`src/rtl/core/crc32fac_pkg.sv`:
```
// Types, constants and the CRC byte update shared by the CRC-32 frame block.
package crc32fac_pkg;

  localparam logic [31:0] CRC_POLY = 32'hEDB88320;
  localparam logic [2:0] TRAIL_LEN = 3'd4;

  localparam int QUEUE_DEPTH = 4;
  localparam int QUEUE_AW = $clog2(QUEUE_DEPTH);

  localparam logic [1:0] REG_MODE_CHECK = 2'd0;
  localparam logic [1:0] REG_START_VALUE = 2'd1;

  typedef struct packed {
    logic [7:0] data_byte;
    logic       last_byte;
  } in_word_t;

  typedef struct packed {
    logic [7:0] out_byte;
    logic       out_last;
    logic       is_verdict;
    logic       crc_ok;
  } out_word_t;

  typedef enum logic [1:0] {
    CMD_BYTE,
    CMD_APPEND_LAST,
    CMD_VERDICT
  } cmd_kind_t;

  typedef struct packed {
    cmd_kind_t   kind;
    logic [7:0]  data_byte;
    logic [31:0] crc;
    logic        ok;
  } q_entry_t;

  typedef struct packed {
    logic empty;
    logic full;
  } q_status_t;

  function automatic logic [31:0] crc_byte(input logic [31:0] c_in, input logic [7:0] b);
    logic [31:0] c;
    c = c_in ^ {24'd0, b};
    for (int k = 0; k < 8; k++) begin
      c = c[0] ? ((c >> 1) ^ CRC_POLY) : (c >> 1);
    end
    return c;
  endfunction

endpackage

```
`src/rtl/core/crc32fac_front.sv`:
```
// Front end: accepts frame bytes, runs the CRC and the check-mode delay line, queues commands.
module crc32fac_front import crc32fac_pkg::*; (
  input  logic        clk,
  input  logic        rst_n,
  input  logic        in_valid,
  output logic        in_ready,
  input  in_word_t    in_data,
  input  logic        cfg_wr_en,
  input  logic [1:0]  cfg_index,
  input  logic [31:0] cfg_wdata,
  input  q_status_t   q_status,
  output logic        q_push,
  output q_entry_t    q_entry
);

  logic        mode_r, mode_nxt;
  logic [31:0] start_r, start_nxt;
  logic [31:0] run_r, run_nxt;
  logic [31:0] held_r, held_nxt;
  logic [2:0]  cnt_r, cnt_nxt;

  logic        fire;
  logic [7:0]  crc_in;
  logic [31:0] crc_upd;
  logic [31:0] run_adv;
  logic [31:0] held_shift;
  logic [2:0]  cnt_inc;

  assign in_ready = !q_status.full;
  assign fire = in_valid && in_ready;

  assign crc_in = mode_r ? held_r[7:0] : in_data.data_byte;
  assign crc_upd = crc_byte(run_r, crc_in);
  assign run_adv = (cnt_r == TRAIL_LEN) ? crc_upd : run_r;
  assign held_shift = {in_data.data_byte, held_r[31:8]};
  assign cnt_inc = (cnt_r == TRAIL_LEN) ? cnt_r : cnt_r + 3'd1;

  always_comb begin
    mode_nxt = mode_r;
    start_nxt = start_r;
    run_nxt = run_r;
    held_nxt = held_r;
    cnt_nxt = cnt_r;
    q_push = 1'b0;
    q_entry.kind = CMD_BYTE;
    q_entry.data_byte = in_data.data_byte;
    q_entry.crc = ~crc_upd;
    q_entry.ok = 1'b0;
    if (cfg_wr_en && (cfg_index == REG_MODE_CHECK || cfg_index == REG_START_VALUE)) begin
      if (cfg_index == REG_MODE_CHECK) begin
        mode_nxt = cfg_wdata[0];
      end else begin
        start_nxt = cfg_wdata;
      end
      run_nxt = (cfg_index == REG_START_VALUE) ? ~cfg_wdata : ~start_r;
      held_nxt = '0;
      cnt_nxt = '0;
    end else if (fire) begin
      if (!mode_r) begin
        q_push = 1'b1;
        q_entry.kind = in_data.last_byte ? CMD_APPEND_LAST : CMD_BYTE;
        run_nxt = in_data.last_byte ? ~start_r : crc_upd;
      end else if (in_data.last_byte) begin
        q_push = 1'b1;
        q_entry.kind = CMD_VERDICT;
        q_entry.ok = (cnt_inc == TRAIL_LEN) && (~run_adv == held_shift);
        run_nxt = ~start_r;
        held_nxt = '0;
        cnt_nxt = '0;
      end else begin
        run_nxt = run_adv;
        held_nxt = held_shift;
        cnt_nxt = cnt_inc;
      end
    end
  end

  always_ff @(posedge clk) begin
    if (!rst_n) begin
      mode_r <= 1'b0;
      start_r <= '0;
      run_r <= '1;
      held_r <= '0;
      cnt_r <= '0;
    end else begin
      mode_r <= mode_nxt;
      start_r <= start_nxt;
      run_r <= run_nxt;
      held_r <= held_nxt;
      cnt_r <= cnt_nxt;
    end
  end

endmodule

```
`src/rtl/core/crc32fac_queue.sv`:
```
// Small register queue of commands between the front end and the back end.
module crc32fac_queue import crc32fac_pkg::*; (
  input  logic      clk,
  input  logic      rst_n,
  input  logic      push,
  input  q_entry_t  push_entry,
  input  logic      pop,
  output q_entry_t  head,
  output q_status_t status
);

  q_entry_t            mem_r [QUEUE_DEPTH];
  logic [QUEUE_AW-1:0] wr_ptr_r, wr_ptr_nxt;
  logic [QUEUE_AW-1:0] rd_ptr_r, rd_ptr_nxt;
  logic [QUEUE_AW:0]   cnt_r, cnt_nxt;
  logic                do_push;
  logic                do_pop;

  assign status.empty = (cnt_r == '0);
  assign status.full = (cnt_r == (QUEUE_AW+1)'(QUEUE_DEPTH));
  assign do_push = push && !status.full;
  assign do_pop = pop && !status.empty;
  assign head = mem_r[rd_ptr_r];

  always_comb begin
    wr_ptr_nxt = do_push ? wr_ptr_r + 1'b1 : wr_ptr_r;
    rd_ptr_nxt = do_pop ? rd_ptr_r + 1'b1 : rd_ptr_r;
    cnt_nxt = cnt_r;
    if (do_push && !do_pop) begin
      cnt_nxt = cnt_r + 1'b1;
    end else if (do_pop && !do_push) begin
      cnt_nxt = cnt_r - 1'b1;
    end
  end

  always_ff @(posedge clk) begin
    if (do_push) begin
      mem_r[wr_ptr_r] <= push_entry;
    end
  end

  always_ff @(posedge clk) begin
    if (!rst_n) begin
      wr_ptr_r <= '0;
      rd_ptr_r <= '0;
      cnt_r <= '0;
    end else begin
      wr_ptr_r <= wr_ptr_nxt;
      rd_ptr_r <= rd_ptr_nxt;
      cnt_r <= cnt_nxt;
    end
  end

endmodule

```
`src/rtl/core/crc32fac_back.sv`:
```
// Back end: expands queued commands into output words and holds the output register.
module crc32fac_back import crc32fac_pkg::*; (
  input  logic      clk,
  input  logic      rst_n,
  input  q_status_t q_status,
  input  q_entry_t  q_head,
  output logic      q_pop,
  output logic      out_valid,
  input  logic      out_ready,
  output out_word_t out_data
);

  logic        valid_r, valid_nxt;
  out_word_t   word_r, word_nxt;
  logic [31:0] crc_r, crc_nxt;
  logic [2:0]  rem_r, rem_nxt;
  logic        load;

  assign load = !valid_r || out_ready;
  assign out_valid = valid_r;
  assign out_data = word_r;

  always_comb begin
    valid_nxt = valid_r;
    word_nxt = word_r;
    crc_nxt = crc_r;
    rem_nxt = rem_r;
    q_pop = 1'b0;
    if (load) begin
      if (rem_r != '0) begin
        valid_nxt = 1'b1;
        word_nxt = '{out_byte: crc_r[7:0], out_last: (rem_r == 3'd1),
                     is_verdict: 1'b0, crc_ok: 1'b0};
        crc_nxt = {8'd0, crc_r[31:8]};
        rem_nxt = rem_r - 3'd1;
      end else if (!q_status.empty) begin
        q_pop = 1'b1;
        valid_nxt = 1'b1;
        case (q_head.kind)
          CMD_VERDICT: begin
            word_nxt = '{out_byte: 8'd0, out_last: 1'b1, is_verdict: 1'b1,
                         crc_ok: q_head.ok};
          end
          CMD_APPEND_LAST: begin
            word_nxt = '{out_byte: q_head.data_byte, out_last: 1'b0,
                         is_verdict: 1'b0, crc_ok: 1'b0};
            crc_nxt = q_head.crc;
            rem_nxt = TRAIL_LEN;
          end
          default: begin
            word_nxt = '{out_byte: q_head.data_byte, out_last: 1'b0,
                         is_verdict: 1'b0, crc_ok: 1'b0};
          end
        endcase
      end else begin
        valid_nxt = 1'b0;
      end
    end
  end

  always_ff @(posedge clk) begin
    word_r <= word_nxt;
    crc_r <= crc_nxt;
  end

  always_ff @(posedge clk) begin
    if (!rst_n) begin
      valid_r <= 1'b0;
      rem_r <= '0;
    end else begin
      valid_r <= valid_nxt;
      rem_r <= rem_nxt;
    end
  end

endmodule

```
`src/rtl/core/crc32_frame_append_check.sv`:
```
// Top level of the CRC-32 frame append and check block.
// Frame bytes enter on the in_ channel (valid/ready), one word per byte, with
// last_byte on the final byte of a frame. Results leave on the out_ channel.
// In append mode every byte is echoed, and the last byte is followed by the
// four CRC bytes, least significant first, the fourth marked out_last. In
// check mode the final four bytes of a frame are compared, little-endian,
// against the CRC of the bytes before them and one verdict word is produced.
// One byte is accepted per cycle while the queue is not full; an append-mode
// frame of N bytes yields N + 4 output words, so the four-entry command queue
// between the CRC front end and the output sequencer sets how long input
// keeps flowing during CRC bytes. When the receiver stalls, the output word
// holds and the queue fills; in_ready falls only when the queue is full.
// Reset is synchronous: mode returns to append, the start value to zero, and
// the queue and output are emptied. The cfg_ port writes register 0 (mode) or
// 1 (start value) and restarts the frame; the user must write it only while
// the block is idle, and the block itself does not enforce this.
module crc32_frame_append_check import crc32fac_pkg::*; (
  input  logic        clk,
  input  logic        rst_n,
  input  logic        in_valid,
  output logic        in_ready,
  input  in_word_t    in_data,
  output logic        out_valid,
  input  logic        out_ready,
  output out_word_t   out_data,
  input  logic        cfg_wr_en,
  input  logic [1:0]  cfg_index,
  input  logic [31:0] cfg_wdata
);

  q_status_t q_status;
  logic      q_push;
  logic      q_pop;
  q_entry_t  q_entry;
  q_entry_t  q_head;

  crc32fac_front u_front (
    .clk      (clk),
    .rst_n    (rst_n),
    .in_valid (in_valid),
    .in_ready (in_ready),
    .in_data  (in_data),
    .cfg_wr_en(cfg_wr_en),
    .cfg_index(cfg_index),
    .cfg_wdata(cfg_wdata),
    .q_status (q_status),
    .q_push   (q_push),
    .q_entry  (q_entry)
  );

  crc32fac_queue u_queue (
    .clk       (clk),
    .rst_n     (rst_n),
    .push      (q_push),
    .push_entry(q_entry),
    .pop       (q_pop),
    .head      (q_head),
    .status    (q_status)
  );

  crc32fac_back u_back (
    .clk      (clk),
    .rst_n    (rst_n),
    .q_status (q_status),
    .q_head   (q_head),
    .q_pop    (q_pop),
    .out_valid(out_valid),
    .out_ready(out_ready),
    .out_data (out_data)
  );

endmodule

```
`config.mk`:
```
export PLATFORM = sky130hd
export DESIGN_NAME = crc32_frame_append_check
export DESIGN_NICKNAME = d
export VERILOG_FILES = /design/src/rtl/core/crc32fac_pkg.sv /design/src/rtl/core/crc32fac_front.sv /design/src/rtl/core/crc32fac_queue.sv /design/src/rtl/core/crc32fac_back.sv /design/src/rtl/core/crc32_frame_append_check.sv
export SDC_FILE = /design/constraint.sdc
export NUM_CORES = 1
export LEC_CHECK = 0
export ABC_AREA = 1
export ABC_CLOCK_PERIOD_IN_PS = 8600
export BUFFER_PORTS_ARGS = -buffer_cell sky130_fd_sc_hd__buf_2
export CAP_MARGIN = 20
export CORE_ASPECT_RATIO = 1.4
export CORE_MARGIN = 3
export CORE_UTILIZATION = 45
export CTS_BUF_LIST = sky130_fd_sc_hd__clkbuf_8
export DETAILED_ROUTE_END_ITERATION = 7
export GPL_ROUTABILITY_DRIVEN = 0
export PLACE_DENSITY = 0.69
export SETUP_SLACK_MARGIN = 0.02
export SLEW_MARGIN = 20
export SYNTH_ARGS = -nofsm -noshare
export SYNTH_HDL_FRONTEND = slang
export SYNTH_SLANG_ARGS = --single-unit
export TNS_END_PERCENT = 10
```
`constraint.sdc`:
```
create_clock -name clk -period 8.6 [get_ports clk]
set_input_delay 1.72 -clock clk [delete_from_list [all_inputs] [get_ports clk]]
set_output_delay 1.72 -clock clk [all_outputs]
set_load 0.1 [all_outputs]
```
==> results by group, run 1 <==
Logic synthesis
  • Fraction of synthesis flops using an asynchronous set or reset pin: 0%
  • Mapped Area: 0.0162 sq mm
  • Netlist cell types: 36
  • Sequential cell area fraction in the yosys report: 53.9%
  • Synth Warn #: 0
  • Mapped Avg Cell Area: 8.11 sq um
  • Prevailing post-synth register cell: edfxtp_1
  • EDFF count, synth: 215
  • Net count after synthesis: 2051
  • Mapped Cells: 1994
  • FF+latch count, synth: 328

Critical path
  • CP endpoint kind: flip-flop
  • CP max FO: 11
  • Worst setup path startpoint: in_data[1]
  • CP endpoint: u_queue.mem_r[3][0]
  • Reg2Reg Launch Point: u_front.mode_r
  • Reg-to-reg slack, setup: 5070 ps
  • Crit path DAT: 4640 ps
  • CP Class: primary input to flip-flop
  • Worst Path Required: 8980 ps
  • R2r worst-path depth: 17
  • Crit start category: primary input
  • Reg2reg end: u_queue.mem_r[3][0]

Clock network
  • Clock buffer depth: 3
  • CTS Sinks: 328
  • CTS Hold Buffers Added: 0
  • Clk root buf: clkbuf_8
  • CTS HTree Levels: 2
  • Clk Latency, worst-skew pair: 610 ps
  • Worst-path clk slew: 60 ps
  • CTS tree: built
  • Postcts setup bufs: 0
  • CTS resizes: 0
  • CTS buffer count: 49

Floorplanning
  • Initial Utilization: 46.0%
  • Die area: 0.0383 sq mm
  • Num rows: 81
  • Chip height: 230 um
  • IO Count: 61
  • Die W: 166 um
  • Core Box Area: 0.0352 sq mm

Placement
  • Placed cells: 2433
  • DP HPWL: 33600 um
  • IO Port Bufs: 60
  • Placed Area: 0.0169 sq mm
  • Pre-CTS worst setup slack: 3850 ps

Pwr
  • Peak supply drop: 339 uV
  • PD cells: 297 mW/mm^2
  • Power consumption: 5.32 mW
  • P_leak: 7.24 nW

STA
  • Slew Viols, Final: 0
  • Setup WS post-layout: 4340 ps
  • Worst-Margin Slew: 945 ps
  • Slew Limit Headroom: 36.8%
  • Final Skew: 33.4 ps
  • Final period util: 49.6%
  • Final setup vio count: 0
  • WHS: 471 ps
  • RSZ-0062 raised after global routing: false
  • TNS Setup: 0 ps
  • Final hold viol count: 0
  • Peak Freq: 235 MHz
  • Min cycle time layout: 4260 ps

Detailed routing
  • Detailed Route WL: 49500 um
  • Antenna Violating Nets Remaining: 0
  • Routed length per instance: 19.6 um
  • DR iter-0 viols: 1450
  • Vias: 14300
  • Post-route DRC: 3
  • Vias/cell: 5.66
  • Drt first pass iters: 8

Outcome
  • Outcome: finished, violations left
  • Violated checks: design-rule violations

Final layout
  • # fillers: 3263
  • Nets: 2085
  • Non-Filler Instances: 2523
  • Layout cells sized above 1: 10.2%
  • Final Util: 50.9%
  • Layout area overhead: 10.6%
  • Cell area after layout: 0.0179 sq mm

Hold path
  • Hold depth: 2
  • Worst Hold Launch: u_front.start_r[14]
  • Min-delay worst type: flip-flop to flip-flop

Global route
  • Initial antenna violation count: 1
  • First-pass GRT wire length: 75700 um
  • GR Overflow Total: 0
  • Total track usage: 25.2%
  • Vias in the first global route: 13400
  • Pin count of the biggest net entering global routing: 87

Run
  • Max capacitance violation total: 0
## cell usage in the layout (no fill, tap or decap), types with 2 or more instances in the layout
cell type / n
nor2_1: 204
dfxtp_1: 112
buf_4: 22
nor2_2: 4
nand2_2: 33
or2_2: 2
inv_1: 159
nand4_1: 2
clkinv_1: 8
nor2_4: 4
bufinv_16: 3
nand2_1: 576
o21ai_0: 173
clkbuf_8: 58
nand3b_1: 5
and2_1: 2
buf_2: 60
edfxtp_1: 215
nand2_4: 2
clkinvlp_4: 2
inv_2: 8
o221ai_1: 2
o211ai_1: 18
clkinv_2: 4
ha_1: 7
nand3_2: 4
o22ai_1: 11
o2111ai_1: 22
nor3_1: 4
a31oi_1: 33
xor2_1: 6
a21oi_1: 101
nand3_1: 191
## cell usage after synthesis (3+ instances only)
master / n / share of area (%)
o211ai_1: 18 / 0.84
inv_2: 7 / 0.16
inv_1: 143 / 3.3
a31oi_1: 33 / 1.3
dfxtp_1: 113 / 14
nand2_1: 577 / 13
nor3_1: 4 / 0.12
clkbuf_1: 82 / 1.9
o2111ai_1: 22 / 1.2
nand2_2: 32 / 1.2
nor2_1: 211 / 4.9
nand3b_1: 5 / 0.23
a21oi_1: 101 / 3.1
edfxtp_1: 215 / 40
buf_4: 3 / 0.14
buf_1: 8 / 0.19
o22ai_1: 11 / 0.43
buf_2: 5 / 0.15
nand3_2: 4 / 0.25
ha_1: 8 / 0.62
clkinv_1: 4 / 0.093
o21ai_0: 173 / 5.4
nand3_1: 191 / 5.9
xor2_1: 6 / 0.32
## metal layers
metal	share of wire, %	GRT usage [%]
met5	0	0
met4	7.6	16.4
met3	8.7	4.86
met2	46	42.2
met1	37	29.5
## report_power, final
| group | leakage (nW) | total (mW) | switching (mW) | internal [mW] |
|---|---|---|---|---|
| registers | 2.91 | 2.19 | 0.104 | 2.09 |
| clock network | 0.579 | 1.32 | 0.615 | 0.704 |
| logic | 3.75 | 1.81 | 1.37 | 0.433 |
| total | 7.24 | 5.32 | 2.09 | 3.23 |
## final cells by class
cell class / count / area [sq um] / area share, %
tap: 456 / 571 / 3.19
antenna: 1 / 2.50 / 0.0140
timing repair buffer: 83 / 480 / 2.69
sequential: 328 / 8720 / 48.7
clock inverter: 31 / 220 / 1.23
clock buffer: 58 / 798 / 4.46
multi-input combinational: 1412 / 6520 / 36.4
inverter: 154 / 578 / 3.23
## state kept, by name (all words and copies together) (netlist names), named ones only
name and count:
u_queue.cnt_r 3, u_front.start_r 32, u_front.held_r 32, u_front.run_r 32, u_front.cnt_r 3, u_back.out_data 11
u_front.mode_r 1, u_back.crc_r 32, u_back.out_valid 1, u_queue.wr_ptr_r 2, u_queue.mem_r 172, u_back.rem_r 3
u_queue.rd_ptr_r 2
## cell families (layout without fill, tap and decap cells)
family	after synthesis	after routing	share of synthesized area, %
fa+ha+maj	9	9	0.742
compound gates	363	363	12.5
flops	328	328	53.9
buf+inv	254	326	6.09
other cells	0	1	0
xor+xnor	7	7	0.379
simple gates	1033	1033	26.4
## worst min path at each step
stage / to / slack (ps)
after floorplan: flip-flop / 440
after global placement: u_front.start_r[8] / 450
after detailed placement: u_front.start_r[14] / 460
after CTS: u_front.start_r[14] / 480
after global routing: u_front.start_r[14] / 500
final: u_front.start_r[14] / 470
## worst max-delay path, cell delays in order
cell	delay (ps)
buf_2	190
inv_1	80
nand2_1	90
nand3_1	80
nand2_1	390
nand2_1	140
nand2_2	170
nand2_1	70
nand2_1	90
nand2_1	70
nand3_1	380
nand2_1	90
nand2_1	300
nand2_1	100
nor2_1	120
nand2_1	100
inv_1	70
nand3_1	70
nor2_1	300
(Power assumes the default switching activity.)
==> run 2, diff against run 1 <==
--- a/config.mk
+++ b/config.mk
@@ -6,7 +6,7 @@
 export NUM_CORES = 1
 export LEC_CHECK = 0
 export ABC_AREA = 1
-export ABC_CLOCK_PERIOD_IN_PS = 8600
+export ABC_CLOCK_PERIOD_IN_PS = 4500
 export BUFFER_PORTS_ARGS = -buffer_cell sky130_fd_sc_hd__buf_2
 export CAP_MARGIN = 20
 export CORE_ASPECT_RATIO = 1.4
==> constraint.sdc (replaced) <==
create_clock -name clk -period 4.5 [get_ports clk]
set_input_delay 0.9 -clock clk [delete_from_list [all_inputs] [get_ports clk]]
set_output_delay 0.9 -clock clk [all_outputs]
set_load 0.1 [all_outputs]
==> results by group, run 2 (synthesis gave the netlist of run 1 again) <==
Pwr
  • Power consumption: 9.96 mW
  • Switching Share: 40.0%
  • P_leak: 7.22 nW
  • Internal power: 5.98 mW
  • Clock share of power: 23.0%
  • Psw: 3.98 mW
  • Combinational power share: 34.9%
  • Peak supply drop: 538 uV
  • Flop pwr share: 42.1%
  • PD cells: 559 mW/mm^2

Floorplanning
  • Chip height: 230 um
  • Initial Utilization: 46.0%
  • IO Count: 61
  • Num rows: 81
  • Die area: 0.0383 sq mm
  • Die W: 166 um
  • Core Box Area: 0.0352 sq mm

STA
  • Slew Limit Headroom: 33.7%
  • Final hold viol count: 0
  • Final period util: 75.3%
  • TNS Setup: 0 ps
  • Setup WS post-layout: 1110 ps
  • Final setup vio count: 0
  • RSZ-0062 raised after global routing: false
  • Final Skew: 31.5 ps
  • Worst-Margin Slew: 993 ps
  • Slew Viols, Final: 0
  • Min cycle time layout: 3390 ps
  • Peak Freq: 295 MHz

Final layout
  • Biggest register: u_queue.mem_r
  • Most common cell after layout, fill and taps aside: nand2_1
  • Non-Filler Instances: 2525
  • Most frequent cells in the layout: 575 x nand2_1, 215 x edfxtp_1, 204 x nor2_1, 191 x nand3_1, 173 x o21ai_0
  • # fillers: 3276
  • Final Util: 50.6%
  • Largest register FFs: 172
  • Nets: 2087
  • Layout cells sized above 1: 9.91%
  • Layout area overhead: 10.1%
  • FF+latch area: 0.00872 sq mm
  • Area occupied by multi-input gates: 0.00652 sq mm

Clock network
  • Postcts setup bufs: 0
  • Worst-path clk slew: 60 ps
  • CTS Hold Buffers Added: 0
  • CTS buffer count: 49
  • CTS resizes: 0
  • CTS Sinks: 328
  • CTS tree: built
  • Clk Latency, worst-skew pair: 610 ps
  • Clk root buf: clkbuf_8
  • CTS HTree Levels: 2
  • Clock buffer depth: 3

Detailed routing
  • Routed length per instance: 19.6 um
  • Vias: 14300
  • DR iter-0 viols: 1532
  • Detailed Route WL: 49500 um
  • Post-route DRC: 0
  • Antenna Violating Nets Remaining: 0
  • Drt first pass iters: 7
  • Vias/cell: 5.67

Outcome
  • Outcome: finished clean

Placement
  • Placed cells: 2435
  • DP HPWL: 33700 um
  • Pre-CTS worst setup slack: 1010 ps
  • IO Port Bufs: 60

Critical path
  • CP max FO: 17
  • CP cell instances: inv_2, nand2_1, nand3_1, nand2_1, nand2_1, nand2_2, nand2_1, nand3_1, a21oi_1, a21oi_1, nand2_1, nor2_1, nand2_1, nor2_1
  • Largest delay share family, worst path: simple AND/OR/NAND/NOR gates
  • Worst path slowest cell: a21oi_1
  • CP endpoint kind: flip-flop
  • Worst Path Required: 4830 ps
  • CP Class: flip-flop to flip-flop
  • Crit path DAT: 3720 ps
  • CP Buf/Inv Count: 1
  • Crit path largest cell delay: 710 ps
  • Crit start category: flip-flop
  • Crit path top cell by count: nand2_1

Global route
  • Initial antenna violation count: 2
  • Total track usage: 25.0%
  • First-pass GRT wire length: 75300 um
  • GR Overflow Total: 0
  • Vias in the first global route: 13300
  • Pin count of the biggest net entering global routing: 83

Run
  • Max capacitance violation total: 0

Hold path
  • Min-delay worst type: flip-flop to flip-flop
==> run 2: changes by cell type in the layout (fill, tap and decap cells not counted), sizes merged <==
cell / delta
buf: +2
bufinv: -1
clkinvlp: -2
inv: +8
clkbuf: -8
clkinv: +3
==> run 2: area by class of cell <==
| type | instances | share of cell area, % |
|---|---|---|
| sequential | 328 | 49.0 |
| clock buffer | 50 | 3.86 |
| timing repair buffer | 85 | 2.81 |
| antenna | 1 | 0.0141 |
| clock inverter | 39 | 1.28 |
| inverter | 154 | 3.25 |
| multi-input combinational | 1412 | 36.6 |
| tap | 456 | 3.20 |
==> run 2: per-layer routing <==
metal	GRT usage [%]	share of wire (%)
met4	16.7	7.8
met2	41.9	47
met1	29.5	37
met5	0	0.026
met3	4.39	7.9
==> run 2: power by group through the flow <==
| stage | Combinational, mW | Sequential [mW] | Clock (mW) |
|---|---|---|---|
| final | 3.48 | 4.19 | 2.29 |
| after global routing | 3.82 | 4.22 | 2.49 |
| after CTS | 3.44 | 4.18 | 2.35 |
| after detailed placement | 3.43 | 4.24 | 0 |
| after global placement | 3.37 | 4.23 | 0 |
| after floorplan | 2.07 | 4.58 | 0 |
==> run 2: tightest hold or removal path, cell delays in order, from the launching register on <==
cell and delay (ps):
dfxtp_1 310, inv_1 60, a21oi_1 50
==> run 2: metrics by stage <==
stage | cell area [sq um] | hold WS [ps]
floorplan | 16200 | 436
global placement | 16900 | 447
detailed placement | 16900 | 456
CTS | 17800 | 469
global route | 17800 | 491
finish | 17800 | 470
==> run 2: worst paths after layout <==
kind / cells after the start / to / slack [ps] / startpoint
max: 14 / u_queue.mem_r[1][0] / 1110 / u_front.mode_r
min reg2reg: 2 / u_front.start_r[18] / 470 / u_front.start_r[18]
min: 2 / u_front.start_r[18] / 470 / u_front.start_r[18]
max reg2reg: 14 / u_queue.mem_r[1][0] / 1110 / u_front.mode_r
